[src/acwr_pkg.sv]
`timescale 1ns / 1ps
// ----------------------------------------------------------------------------
// acwr_pkg
// Shared types and constants of the associative cache with replacement:
// payload structs, configuration codes and controller/datapath signals.
// ----------------------------------------------------------------------------
package acwr_pkg;

	// Fixed field widths
	localparam int REQ_W      = 16;
	localparam int SLOT_W     = 4;
	localparam int CNT_W      = 32;
	localparam int LFSR_W     = 16;
	localparam int CAP_CFG_W  = 5;
	localparam int CFG_IDX_W  = 8;
	localparam int CFG_DATA_W = 8;

	localparam logic [LFSR_W-1:0]    LFSR_MASK     = 16'hB400;
	localparam logic [LFSR_W-1:0]    LFSR_SEED     = 16'h0001;
	localparam logic [CAP_CFG_W-1:0] CAP_CFG_RESET = 5'd16;
	localparam logic [CNT_W-1:0]     CNT_MAX       = 32'hFFFF_FFFF;

	// Configuration register indexes
	localparam logic [CFG_IDX_W-1:0] CFG_REPLACE_MODE   = 8'd0;
	localparam logic [CFG_IDX_W-1:0] CFG_CACHE_CAPACITY = 8'd1;

	// Replacement modes
	typedef enum logic [1:0] {
		RM_RANDOM = 2'd0,
		RM_LIFO   = 2'd1,
		RM_FIFO   = 2'd2,
		RM_ZERO   = 2'd3
	} replace_mode_t;

	// Victim selection for direct picks
	typedef enum logic [1:0] {
		VS_FREE = 2'd0,
		VS_LAST = 2'd1,
		VS_ZERO = 2'd2
	} victim_sel_t;

	// Controller states
	typedef enum logic [2:0] {
		ST_IDLE  = 3'd0,
		ST_SCAN  = 3'd1,
		ST_MISS  = 3'd2,
		ST_MOD   = 3'd3,
		ST_WRITE = 3'd4,
		ST_DONE  = 3'd5
	} state_t;

	// Input item
	typedef struct packed {
		logic [REQ_W-1:0] request_id;
		logic             backing_found;
	} in_item_t;

	// Result item
	typedef struct packed {
		logic              hit;
		logic              filled;
		logic [SLOT_W-1:0] slot;
		logic [CNT_W-1:0]  total_accesses;
		logic [CNT_W-1:0]  hit_count;
		logic [CNT_W-1:0]  miss_count;
	} out_item_t;

	// Controller to datapath
	typedef struct packed {
		logic        load_req;
		logic        scan;
		logic        take_hit;
		logic        pick;
		victim_sel_t sel;
		logic        mod_start;
		logic        mod_src_lfsr;
		logic        mod_take;
		logic        write;
		logic        finish;
	} ctrl_cmd_t;

	// Datapath to controller
	typedef struct packed {
		logic          hit_found;
		logic          scan_miss;
		logic          found;
		logic          room;
		replace_mode_t mode;
		logic          mod_done;
		logic          out_free;
	} dp_stat_t;

endpackage

[src/acwr_ram.sv]
`timescale 1ns / 1ps
// ----------------------------------------------------------------------------
// acwr_ram
// Generic single write port, single read port RAM with registered read data.
// ----------------------------------------------------------------------------
module acwr_ram #(
	parameter int WIDTH = 16,
	parameter int DEPTH = 16,
	localparam int AW = (DEPTH > 1) ? $clog2(DEPTH) : 1
) (
	input  logic             clk,
	input  logic             we,
	input  logic [AW-1:0]    waddr,
	input  logic [WIDTH-1:0] wdata,
	input  logic             re,
	input  logic [AW-1:0]    raddr,
	output logic [WIDTH-1:0] rdata
);

	logic [WIDTH-1:0] mem_q [DEPTH];

	// Write port
	always_ff @(posedge clk) begin
		if (we) begin
			mem_q[waddr] <= wdata;
		end
	end

	// Registered read port
	always_ff @(posedge clk) begin
		if (re) begin
			rdata <= mem_q[raddr];
		end
	end

endmodule

[src/acwr_mod.sv]
`timescale 1ns / 1ps
// ----------------------------------------------------------------------------
// acwr_mod
// Bit-serial remainder unit: dividend modulo divisor, one dividend bit per
// cycle by restoring subtraction.
// ----------------------------------------------------------------------------
module acwr_mod #(
	parameter int DW = 16,
	parameter int CW = 5
) (
	input  logic          clk,
	input  logic          arst_n,
	input  logic          start,
	input  logic [DW-1:0] dividend,
	input  logic [CW-1:0] divisor,
	output logic          busy,
	output logic [CW-1:0] rem
);

	localparam int CNT_W = (DW > 1) ? $clog2(DW) : 1;

	logic             busy_q;
	logic [CNT_W-1:0] cnt_q;
	logic [DW-1:0]    dvd_q;
	logic [CW-1:0]    div_q;
	logic [CW-1:0]    rem_q;
	logic [CW:0]      trial;
	logic [CW:0]      diff;

	// Shift in the next dividend bit and try a subtract
	assign trial = {rem_q, dvd_q[DW-1]};
	assign diff  = trial - {1'b0, div_q};

	// Iteration control
	always_ff @(posedge clk or negedge arst_n) begin
		if (!arst_n) begin
			busy_q <= 1'b0;
			cnt_q  <= '0;
		end else if (start) begin
			busy_q <= 1'b1;
			cnt_q  <= CNT_W'(DW - 1);
		end else if (busy_q) begin
			cnt_q <= cnt_q - 1'b1;
			if (cnt_q == '0) begin
				busy_q <= 1'b0;
			end
		end
	end

	// Partial remainder; stays below the divisor so it fits CW bits
	always_ff @(posedge clk) begin
		if (start) begin
			dvd_q <= dividend;
			div_q <= divisor;
			rem_q <= '0;
		end else if (busy_q) begin
			dvd_q <= dvd_q << 1;
			if (trial >= {1'b0, div_q}) begin
				rem_q <= diff[CW-1:0];
			end else begin
				rem_q <= trial[CW-1:0];
			end
		end
	end

	assign busy = busy_q;
	assign rem  = rem_q;

endmodule

[src/acwr_dp.sv]
`timescale 1ns / 1ps
// ----------------------------------------------------------------------------
// acwr_dp
// Datapath: configuration registers, tag RAM scan, victim selection, LFSR,
// FIFO pointer, saturating counters and the result register.
// ----------------------------------------------------------------------------
module acwr_dp import acwr_pkg::*; #(
	parameter int CAPACITY = 16,
	parameter int ID_BITS  = 16
) (
	input  logic                  clk,
	input  logic                  arst_n,
	input  in_item_t              in_data,
	input  logic                  cfg_valid,
	input  logic [CFG_IDX_W-1:0]  cfg_index,
	input  logic [CFG_DATA_W-1:0] cfg_data,
	input  ctrl_cmd_t             cmd,
	output dp_stat_t              stat,
	output logic                  out_valid,
	input  logic                  out_ready,
	output out_item_t             out_data
);

	localparam int CW = $clog2(CAPACITY + 1);
	localparam int AW = (CAPACITY > 1) ? $clog2(CAPACITY) : 1;

	// Saturating increment
	function automatic logic [CNT_W-1:0] sat_inc(input logic [CNT_W-1:0] v);
		return (v == CNT_MAX) ? v : v + 1'b1;
	endfunction

	replace_mode_t        mode_q;
	logic [CAP_CFG_W-1:0] cap_cfg_q;
	logic [CW-1:0]        cap;

	logic [ID_BITS-1:0]   tag_q;
	logic                 found_q;
	logic [CW-1:0]        used_q;
	logic [CW-1:0]        scan_q;
	logic                 cmp_v_s1;
	logic [AW-1:0]        cmp_idx_s1;
	logic [AW-1:0]        ptr_q;
	logic [LFSR_W-1:0]    lfsr_q;
	logic [LFSR_W-1:0]    lfsr_nxt;
	logic [AW-1:0]        victim_q;
	logic [CW-1:0]        used_dec;
	logic                 res_hit_q;
	logic                 res_fill_q;
	logic [AW-1:0]        res_idx_q;
	logic [CNT_W-1:0]     acc_q;
	logic [CNT_W-1:0]     hitc_q;
	logic [CNT_W-1:0]     missc_q;
	logic [CNT_W-1:0]     acc_n;
	logic [CNT_W-1:0]     hitc_n;
	logic [CNT_W-1:0]     missc_n;
	logic                 out_valid_q;
	out_item_t            out_q;

	logic                 rd_en;
	logic [ID_BITS-1:0]   rd_data;
	logic                 mod_busy;
	logic [CW-1:0]        mod_rem;
	logic [CW-1:0]        rem_inc;
	logic [LFSR_W-1:0]    mod_dividend;

	// Effective capacity: zero acts as one, clamp at CAPACITY
	always_comb begin
		if (cap_cfg_q == '0) begin
			cap = CW'(1);
		end else if (32'(cap_cfg_q) > CAPACITY) begin
			cap = CW'(CAPACITY);
		end else begin
			cap = CW'(cap_cfg_q);
		end
	end

	// Configuration registers
	always_ff @(posedge clk or negedge arst_n) begin
		if (!arst_n) begin
			mode_q    <= RM_FIFO;
			cap_cfg_q <= CAP_CFG_RESET;
		end else if (cfg_valid) begin
			if (cfg_index == CFG_REPLACE_MODE) begin
				mode_q <= replace_mode_t'(cfg_data[1:0]);
			end else if (cfg_index == CFG_CACHE_CAPACITY) begin
				cap_cfg_q <= cfg_data[CAP_CFG_W-1:0];
			end
		end
	end

	// Tag RAM, scanned one entry per cycle
	assign rd_en = cmd.scan && (scan_q < used_q);

	acwr_ram #(
		.WIDTH (ID_BITS),
		.DEPTH (CAPACITY)
	) u_tag_ram (
		.clk   (clk),
		.we    (cmd.write),
		.waddr (victim_q),
		.wdata (tag_q),
		.re    (rd_en),
		.raddr (scan_q[AW-1:0]),
		.rdata (rd_data)
	);

	// Galois LFSR step, shifting right
	assign lfsr_nxt = (lfsr_q >> 1) ^ (lfsr_q[0] ? LFSR_MASK : '0);

	// Remainder unit for random and FIFO victims
	assign mod_dividend = cmd.mod_src_lfsr ? lfsr_nxt : LFSR_W'(ptr_q);

	acwr_mod #(
		.DW (LFSR_W),
		.CW (CW)
	) u_mod (
		.clk      (clk),
		.arst_n   (arst_n),
		.start    (cmd.mod_start),
		.dividend (mod_dividend),
		.divisor  (cap),
		.busy     (mod_busy),
		.rem      (mod_rem)
	);

	assign rem_inc  = mod_rem + 1'b1;
	assign used_dec = used_q - 1'b1;

	// Control state of the datapath
	always_ff @(posedge clk or negedge arst_n) begin
		if (!arst_n) begin
			used_q   <= '0;
			scan_q   <= '0;
			cmp_v_s1 <= 1'b0;
			ptr_q    <= '0;
			lfsr_q   <= LFSR_SEED;
		end else begin
			cmp_v_s1 <= rd_en;
			if (cmd.load_req) begin
				scan_q <= '0;
			end else if (rd_en) begin
				scan_q <= scan_q + 1'b1;
			end
			if (cmd.pick && (cmd.sel == VS_FREE)) begin
				used_q <= used_q + 1'b1;
			end
			if (cmd.mod_start && cmd.mod_src_lfsr) begin
				lfsr_q <= lfsr_nxt;
			end
			// FIFO pointer moves to victim + 1, wrapping at capacity
			if (cmd.mod_take && (mode_q == RM_FIFO)) begin
				ptr_q <= (rem_inc == cap) ? '0 : rem_inc[AW-1:0];
			end
		end
	end

	// Item payload and per-item result
	always_ff @(posedge clk) begin
		cmp_idx_s1 <= scan_q[AW-1:0];
		if (cmd.load_req) begin
			tag_q      <= ID_BITS'(in_data.request_id);
			found_q    <= in_data.backing_found;
			res_hit_q  <= 1'b0;
			res_fill_q <= 1'b0;
			res_idx_q  <= '0;
		end
		if (cmd.take_hit) begin
			res_hit_q <= 1'b1;
			res_idx_q <= cmp_idx_s1;
		end
		if (cmd.pick) begin
			case (cmd.sel)
				VS_FREE: victim_q <= used_q[AW-1:0];
				VS_LAST: victim_q <= used_dec[AW-1:0];
				VS_ZERO: victim_q <= '0;
				default: victim_q <= '0;
			endcase
		end
		if (cmd.mod_take) begin
			victim_q <= mod_rem[AW-1:0];
		end
		if (cmd.write) begin
			res_fill_q <= 1'b1;
			res_idx_q  <= victim_q;
		end
	end

	// Counter updates for the finishing item
	assign acc_n   = sat_inc(acc_q);
	assign hitc_n  = res_hit_q ? sat_inc(hitc_q) : hitc_q;
	assign missc_n = res_hit_q ? missc_q : sat_inc(missc_q);

	always_ff @(posedge clk or negedge arst_n) begin
		if (!arst_n) begin
			acc_q       <= '0;
			hitc_q      <= '0;
			missc_q     <= '0;
			out_valid_q <= 1'b0;
		end else begin
			if (cmd.finish) begin
				acc_q       <= acc_n;
				hitc_q      <= hitc_n;
				missc_q     <= missc_n;
				out_valid_q <= 1'b1;
			end else if (out_ready) begin
				out_valid_q <= 1'b0;
			end
		end
	end

	// Result register
	always_ff @(posedge clk) begin
		if (cmd.finish) begin
			out_q.hit            <= res_hit_q;
			out_q.filled         <= res_fill_q;
			out_q.slot           <= SLOT_W'(res_idx_q);
			out_q.total_accesses <= acc_n;
			out_q.hit_count      <= hitc_n;
			out_q.miss_count     <= missc_n;
		end
	end

	// Status to the controller
	always_comb begin
		stat.hit_found = cmp_v_s1 && (rd_data == tag_q);
		stat.scan_miss = !cmp_v_s1 && (scan_q >= used_q);
		stat.found     = found_q;
		stat.room      = used_q < cap;
		stat.mode      = mode_q;
		stat.mod_done  = !mod_busy;
		stat.out_free  = !out_valid_q || out_ready;
	end

	assign out_valid = out_valid_q;
	assign out_data  = out_q;

endmodule

[src/acwr_ctrl.sv]
`timescale 1ns / 1ps
// ----------------------------------------------------------------------------
// acwr_ctrl
// Controller: sequences lookup, miss handling, victim choice, tag write and
// result hand-off for one item at a time.
// ----------------------------------------------------------------------------
module acwr_ctrl import acwr_pkg::*; (
	input  logic      clk,
	input  logic      arst_n,
	input  logic      in_valid,
	output logic      in_ready,
	input  dp_stat_t  stat,
	output ctrl_cmd_t cmd
);

	state_t state_q;
	state_t state_d;

	// State register
	always_ff @(posedge clk or negedge arst_n) begin
		if (!arst_n) begin
			state_q <= ST_IDLE;
		end else begin
			state_q <= state_d;
		end
	end

	// Next state and commands
	always_comb begin
		state_d  = state_q;
		cmd      = '0;
		in_ready = 1'b0;
		case (state_q)
			ST_IDLE: begin
				in_ready = 1'b1;
				if (in_valid) begin
					cmd.load_req = 1'b1;
					state_d      = ST_SCAN;
				end
			end
			ST_SCAN: begin
				if (stat.hit_found) begin
					cmd.take_hit = 1'b1;
					state_d      = ST_DONE;
				end else begin
					cmd.scan = 1'b1;
					if (stat.scan_miss) begin
						state_d = ST_MISS;
					end
				end
			end
			ST_MISS: begin
				if (!stat.found) begin
					state_d = ST_DONE;
				end else if (stat.room) begin
					cmd.pick = 1'b1;
					cmd.sel  = VS_FREE;
					state_d  = ST_WRITE;
				end else begin
					case (stat.mode)
						RM_RANDOM: begin
							cmd.mod_start    = 1'b1;
							cmd.mod_src_lfsr = 1'b1;
							state_d          = ST_MOD;
						end
						RM_FIFO: begin
							cmd.mod_start = 1'b1;
							state_d       = ST_MOD;
						end
						RM_LIFO: begin
							cmd.pick = 1'b1;
							cmd.sel  = VS_LAST;
							state_d  = ST_WRITE;
						end
						default: begin
							cmd.pick = 1'b1;
							cmd.sel  = VS_ZERO;
							state_d  = ST_WRITE;
						end
					endcase
				end
			end
			ST_MOD: begin
				if (stat.mod_done) begin
					cmd.mod_take = 1'b1;
					state_d      = ST_WRITE;
				end
			end
			ST_WRITE: begin
				cmd.write = 1'b1;
				state_d   = ST_DONE;
			end
			ST_DONE: begin
				if (stat.out_free) begin
					cmd.finish = 1'b1;
					state_d    = ST_IDLE;
				end
			end
			default: begin
				state_d = ST_IDLE;
			end
		endcase
	end

endmodule

[src/assoc_cache_with_replacement.sv]
`timescale 1ns / 1ps
// ----------------------------------------------------------------------------
// assoc_cache_with_replacement
// Fully associative tag cache with random, LIFO, FIFO or slot-zero
// replacement and saturating access, hit and miss counters.
// ----------------------------------------------------------------------------
// One item is handled at a time. The tags sit in a single-port-read RAM that
// is searched one slot per cycle, so a hit is found when its slot is read
// and a miss once every used slot is read; a filled item adds the tag
// write. Replacing in random or FIFO mode also waits for the bit-serial
// remainder unit that reduces the LFSR value or the pointer modulo the
// capacity. A new item is accepted while the previous result still waits
// in the output register. There is no clearing pass after reset.
// Configuration writes are always taken.
// ----------------------------------------------------------------------------
module assoc_cache_with_replacement import acwr_pkg::*; #(
	parameter int CAPACITY = 16,
	parameter int ID_BITS  = 16
) (
	input  logic                  clk,
	input  logic                  arst_n,
	input  logic                  in_valid,
	output logic                  in_ready,
	input  in_item_t              in_data,
	output logic                  out_valid,
	input  logic                  out_ready,
	output out_item_t             out_data,
	input  logic                  cfg_valid,
	output logic                  cfg_ready,
	input  logic [CFG_IDX_W-1:0]  cfg_index,
	input  logic [CFG_DATA_W-1:0] cfg_data
);

	ctrl_cmd_t cmd;
	dp_stat_t  stat;

	assign cfg_ready = 1'b1;

	acwr_ctrl u_ctrl (
		.clk      (clk),
		.arst_n   (arst_n),
		.in_valid (in_valid),
		.in_ready (in_ready),
		.stat     (stat),
		.cmd      (cmd)
	);

	acwr_dp #(
		.CAPACITY (CAPACITY),
		.ID_BITS  (ID_BITS)
	) u_dp (
		.clk       (clk),
		.arst_n    (arst_n),
		.in_data   (in_data),
		.cfg_valid (cfg_valid),
		.cfg_index (cfg_index),
		.cfg_data  (cfg_data),
		.cmd       (cmd),
		.stat      (stat),
		.out_valid (out_valid),
		.out_ready (out_ready),
		.out_data  (out_data)
	);

	// Every access is either a hit or a miss until the access count saturates
	a_count_sum: assert property (@(posedge clk) disable iff (!arst_n)
		(out_valid && (out_data.total_accesses != CNT_MAX)) |->
		({1'b0, out_data.total_accesses} ==
		 ({1'b0, out_data.hit_count} + {1'b0, out_data.miss_count})))
		else $error("access count differs from hits plus misses");

	// A filled slot only comes from a miss
	a_fill_miss: assert property (@(posedge clk) disable iff (!arst_n)
		(out_valid && out_data.filled) |-> !out_data.hit)
		else $error("result both hit and filled");

	// Finishing an item presents a result
	a_finish_out: assert property (@(posedge clk) disable iff (!arst_n)
		cmd.finish |=> out_valid)
		else $error("finished item not presented");

	// One item in flight at a time
	a_one_item: assert property (@(posedge clk) disable iff (!arst_n)
		(in_valid && in_ready) |=> !in_ready)
		else $error("second item accepted while one is in flight");

endmodule
[config.mk]
export PLATFORM = sky130hd
export DESIGN_NAME = assoc_cache_with_replacement
export DESIGN_NICKNAME = d
export VERILOG_FILES = /design/src/acwr_pkg.sv /design/src/acwr_ram.sv /design/src/acwr_mod.sv /design/src/acwr_dp.sv /design/src/acwr_ctrl.sv /design/src/assoc_cache_with_replacement.sv
export SDC_FILE = /design/constraint.sdc
export NUM_CORES = 1
export LEC_CHECK = 0
export ABC_AREA = 1
export BUFFER_PORTS_ARGS = -buffer_cell sky130_fd_sc_hd__buf_4
export CORE_UTILIZATION = 50
export DETAILED_ROUTE_END_ITERATION = 10
export GPL_TIMING_DRIVEN = 0
export PLACE_DENSITY = 0.71
export REMOVE_ABC_BUFFERS = 1
export SYNTH_ARGS = -nofsm -noshare
export SYNTH_HDL_FRONTEND = slang
export SYNTH_HIERARCHICAL = 1
export SYNTH_SLANG_ARGS = --single-unit
[constraint.sdc]
create_clock -name clk -period 10.9 [get_ports clk]
set_clock_uncertainty 0.1 [all_clocks]
set_input_delay 0.545 -clock clk [delete_from_list [all_inputs] [get_ports clk]]
set_output_delay 0.545 -clock clk [all_outputs]
set_load 0.005 [all_outputs]
# Yosys cells after proc, flatten, opt, wreduce, memory -nomap -nowiden
# Memories as Yosys holds them, arrays and structs flattened. A register that Yosys moved wholly into a read port is not among the register bits.
# Index checks and enable logic that the tools add are counted.
[word_totals]
register_bits = 302
latch_bits = 0
mem_bits_rw = 256
romBits = 0
inputBits = 38
word_cells = 146
mem_count = 1
[op_classes]
addsub = 9
mul = 0
div = 0
n_lt_le_gt_ge = 5
eq_ne = 18
shifts = 0
muxes = 57
n_bitwise = 2
n_reduce_logical = 24
[mem_list]
columns = ["memory", "words", "word_bits", "read_ports", "rd_clocked_by_memory_dff", "write_ports", "line_no", "rtl"]
rows = [
  ["u_dp.u_tag_ram.mem_q", 16, 16, 1, 1, 1, "acwr_ram.sv:20", "logic [WIDTH-1:0] mem_q [DEPTH];"],
]
[op_table]
columns = ["operator", "count"]
rows = [
  ["two-way mux 32 bit", 5],
  ["adder 32 x 1 -> 32 bit, second input constant", 3],
  ["equality test 32 bit, second input constant", 3],
  ["two-way mux 16 bit", 4],
  ["two-way mux 5 bit", 7],
  ["two-way mux 4 bit", 8],
  ["two-way mux 3 bit", 9],
  ["two-way mux 1 bit", 19],
  ["case mux 3 bit (6 select lines)", 1],
  ["equality test 16 bit", 1],
  ["bitwise XOR 15 x 16 -> 16 bit", 1],
  ["adder 5 x 1 -> 5 bit, second input constant", 3],
  ["< comparator 5 bit", 2],
  ["equality test 8 x 1 -> 1 bit, second input constant", 1],
  ["logical NOT 8 bit", 1],
  ["case mux 4 bit (2 select lines)", 1],
  ["nonzero test 2 bit", 4],
  ["subtractor 4 x 1 -> 4 bit, second input constant", 2],
  ["equality test 3 x 2 -> 1 bit, second input constant", 2],
  ["equality test 3 bit, second input constant", 2],
  ["greater-or-equal comparator 6 x 5 -> 1 bit", 1],
  ["logical AND 1 bit", 6],
  ["inequality test 2 bit, second input constant", 3],
  ["case mux 3 bit (2 select lines)", 1],
  ["21 further kinds", 25],
]

# Logic depth before layout (Yosys ltp)
[logic_depth]
word_depth = 11
depth_mapped = 17
ltp_nobuf = 15

# Modules after synthesis
# Netlist, hierarchy kept.
[by_module_without_submodules]
columns = ["mod", "instances", "cells_per_inst", "area_each_um2", "seq_area_each_um2"]
rows = [
  ["acwr_dp", 1, 1720, 14088.5, 7315.8],
  ["acwr_ram", 1, 1074, 11541.1, 8167.8],
  ["acwr_mod", 1, 171, 1525.2, 855.8],
  ["acwr_ctrl", 1, 61, 342.8, 75.1],
  ["assoc_cache_with_replacement", 1, 2, 11.3, 0.0],
]

# Worst setup path before layout
# No wires, ideal clock.
[synth_path]
path_kind = "input to register"
start = "input out_ready"
end = "register u_dp.hitc_q[27]"
setup_ns = 0.118
arrival_ns = 11.414
path_slack_ns = -0.732
path_stages = 10
cell_sequence = "inv_1 -> nand2_1 -> inv_1 -> nor4_1 -> clkbuf_1 -> inv_2 -> clkbuf_1 -> clkbuf_1 -> nand2_1 -> nand2_1"
[synth_lines]
columns = ["element", "line_no", "rtl"]
rows = [
  ["from (decl)", "assoc_cache_with_replacement.sv:26", "input logic out_ready,"],
  ["to (signal assigned)", "acwr_dp.sv:202", "hitc_q <= hitc_n;"],
  ["to (decl)", "acwr_dp.sv:51", "logic [CNT_W-1:0] hitc_q;"],
]

==> results.yml <==
placement:
  place.gp.congestion: 0.899
  dpl.hpwl_um: 42200
  pre_cts_ws_ns: 6.93
  io_buffers: 138
  placed_cell_area_um2: 29500
power:
  p_sw_frac: 0.303
  power_frac_comb: 0.204
  power.total_mw: 6.20
  cellPowerDensity_nw_per_um2: 196
  clkPwrFrac: 0.322
  seqPwrFrac: 0.475
  p_sw_mw: 1.88
  p_int_mw: 4.32
  ir_drop_v: 0.000136
  p_leak_nw: 13.6
critical_path:
  end_kind: "flip-flop"
  crit_fanout: 28
  crit_cells: 11
  max_stage_delay_ns: 0.70
  critPathBufInv: 3
  crit_family: "buffers and inverters"
  crit_chain: "nor2_1, inv_1, ha_1, nand2_1, o21ai_0, a21oi_1, nor2_1, nand3_2, inv_1, nor2_1, inv_1"
  critPathKind: "flip-flop to flip-flop"
  timing.rr.end: "u_dp/u_mod/dvd_q[12]"
  worst_ep_arrival_time_ns: 3.93
  reg2reg_slack_ns: 7.13
  critPathLaunchType: "flip-flop"
  critPathSlowestCell: "inv_1"
  required_ns: 11.06
  reg2reg_from: "u_dp/cap_cfg_q[4]"
  reg2regPathDepth: 11
synth:
  synthCells: 3028
  ys_warn_count: 6
  synth_fa_ha_area_frac: 0.0107
  synthXorXnorAreaFrac: 0.00891
  synth_area_leaders: "edfxtp_1 46%, nand2_1 15%, dfrtp_1 13%"
  synthTopCellsByCount: "1,081 x nand2_1, 420 x edfxtp_1, 377 x inv_1"
  muxShareOfSynthArea: 0.00368
  synthFlopType: "edfxtp_1"
  synthSimpleGateAreaFrac: 0.280
  synth_top_family_by_area: "simple AND/OR/NAND/NOR gates"
  synth_top_area_share: 0.458
  synth_seq_cells: 574
  syn_area_um2: 27500
  synth_compound_area_frac: 0.0242
  post-synth-top-count-cell: "nand2_1"
  async_flop_share: 0.249
  yosysSeqAreaShare: 0.597
  ys_types: 54
  synth_area_leader_cell: "edfxtp_1"
  postSynthAreaPerCell_um2: 9.08
  synth-edff-count: 420
detailed_routing:
  finalWirelength_um: 64500
  ant_nets: 0
  vias: 20900
  wl_per_cell_um: 16.4
  dr.pass1.iters: 6
  drt_iter0_drc: 1882
  drc: 0
  viasPerCell: 5.31
worst_hold_path:
  min_to: "u_dp/cap_cfg_q[4]"
  min-delay-start: "cfg_data[4]"
  hold_path_class: "primary input to flip-flop"
  hold_depth: 3
cells_and_area:
  final_area_um2: 31600
  drive_gt1_frac: 0.126
  areaGrowthSynthToFinish_pct: 15.0
  antennaDiodeCount: 0
  nNetsFinal: 3254
global_routing:
  grt_use_met2: 0.389
  grt_busiest_layer: "met2"
  grt_pass1_wl_um: 104000
  grt_max_degree: 82
  grt_overflow: 0
  antenna_found_initial: 2
  grt_pass1_vias: 20500
  use_met3: 0.0332
  met1_usage: 0.309
  gr-usage-all-layers: 0.232
timing:
  timing.hold.ws_ns: 0.0486
  finalSetupViolCount: 0
  min_period_over_period: 0.346
  final_hold_viol_count: 0
  drv_slew: 0
  fin_crit_ns: 3.77
  max_freq_mhz: 265
  rsz0062_at_grt: "false"
  worst_slack_ns: 7.13
  relSlewSlack: 0.108
  tightest_slew_ns: 1.34
clocking:
  clkSlewWorstSetupHoldPaths_ns: 0.06
  cts-root-buf: "clkbuf_16"
  insertion_delay_ns: 0.63
  cts_tree: "built"
  clock_sinks: 574
  clock_path_buffers: 3
  cts_resized: 0
  numCtsBuffers: 59
  h-tree-depth: 2
run:
  cap_violations: 0
floorplanning:
  fp.dieW_um: 237
  initial_core_util: 0.508
  die_h_um: 237
  row_count: 85
  pin_count: 143
  dieArea_um2: 56000
  coreArea_um2: 54100
outcome:
  status: "completed"
==> what timing repair did <==
action	CTS	global route
setup buffers	0	0
hold endpoints to repair	76	0
hold buffers	17	0
endpoints found under the setup margin	0	0
==> how the worst max path moves through the flow <==
stage	slack [ns]	from	to
2_1_floorplan	-14.84	out_ready	u_dp/out_valid
3_3_place_gp	-30.82	out_ready	u_dp/out_valid
3_5_place_dp	6.93	out_ready	u_dp/missc_q[6]
4_1_cts	7.11	u_ctrl/state_q[2]	u_dp/missc_q[6]
5_1_grt	6.86	u_dp/cap_cfg_q[4]	u_dp/lfsr_q[14]
6_report	7.13	u_dp/cap_cfg_q[4]	u_dp/u_mod/dvd_q[12]
==> placed cells by master, fill, tap and decap left out, types with 4 or more instances in the layout <==
master / Yosys / final
a21oi_1: 12 / 12
a31oi_1: 5 / 5
and2_1: 27 / 27
buf_16: 0 / 9
buf_4: 22 / 160
buf_6: 15 / 6
buf_8: 0 / 10
bufinv_16: 0 / 6
clkbuf_1: 30 / 15
clkbuf_16: 0 / 59
clkinv_1: 0 / 10
clkinv_2: 0 / 13
clkinvlp_4: 0 / 5
dfrtp_1: 140 / 137
dfxtp_1: 11 / 10
dlygate4sd3_1: 0 / 17
edfxtp_1: 420 / 420
ha_1: 22 / 22
inv_1: 377 / 376
inv_2: 12 / 11
mux2_2: 9 / 9
nand2_1: 1081 / 1081
nand2_2: 19 / 19
nand3_1: 354 / 354
nand3_2: 21 / 21
nand3b_1: 10 / 10
nand4_1: 17 / 17
nor2_1: 175 / 159
nor2_2: 14 / 30
nor2_4: 5 / 5
nor3_1: 27 / 26
nor3b_1: 4 / 4
o21ai_0: 82 / 82
o21ai_1: 8 / 8
o21ai_2: 4 / 4
or2_2: 14 / 14
xnor2_1: 14 / 14
xor2_1: 14 / 14
==> power by group through the flow <==
stage                     Clock [mW]  Sequential (mW)  Combinational [mW]
after floorplan                    0             2.97               0.754
after global placement             0             3.08                1.15
after detailed placement           0             2.98                1.24
after CTS                       2.04             2.94                1.26
after global routing            2.12             2.98                1.40
final                           1.99             2.94                1.26
==> final cells by class <==
| cell class | instances | area [um^2] |
|---|---|---|
| clock buffers | 75 | 1550 |
| multi-input cells | 1964 | 9070 |
| repair buffers | 205 | 1900 |
| fillers | 4493 | 22500 |
| flip-flops and latches | 574 | 16400 |
| inverters | 389 | 1460 |
| well taps | 696 | 871 |
| clock inverters | 36 | 358 |
==> routing by layer <==
| layer | share of wire | vias up | routed length [um] |
|---|---|---|---|
| li1 | - | 10100 | - |
| met1 | 0.43 | 9906 | 27500 |
| met2 | 0.48 | 728 | 30800 |
| met3 | 0.066 | 143 | 4290 |
| met4 | 0.030 | 4 | 1920 |
| met5 | 0.00036 | - | 23 |
==> kinds of logic after synthesis <==
family	Yosys count
buf+inv	490
compound gates	121
simple gates	1782
flops	574
other cells	1
xor+xnor	28
fa+ha+maj	23
mux	9
==> tightest hold or removal path, delay by kind of cell <==
| kind | cells | cell delay (ns) |
|---|---|---|
| compound gates | 1 | 0.08 |
| buf+inv | 2 | 0.15 |
==> flip-flops by register name, summed over array words and instances (netlist names), 2 cells and up <==
name	count
u_dp/u_tag_ram/mem_q	256
u_dp/out_data	102
u_dp/acc_q	32
u_dp/hitc_q	32
u_dp/missc_q	32
u_dp/lfsr_q	16
u_dp/tag_q	16
u_dp/u_mod/dvd_q	16
u_dp/u_tag_ram/rdata	16
u_dp/cap_cfg_q	5
u_dp/scan_q	5
u_dp/u_mod/div_q	5
u_dp/u_mod/rem	5
u_dp/used_q	5
u_dp/cmp_idx_s1	4
u_dp/ptr_q	4
u_dp/res_idx_q	4
u_dp/u_mod/cnt_q	4
u_dp/victim_q	4
u_ctrl/state_q	3
u_dp/mode_q	2
==> per-stage QoR <==
step                setup TNS (ns)  instances  utilization
finish                           0       3939        0.584
detailed placement               0       3809        0.545
global route                     0       3939        0.584
global placement          -4429.06       3761        0.532
CTS                              0       3937        0.584
floorplan                 -2163.22       2927            -
(Power assumes the default switching activity.)
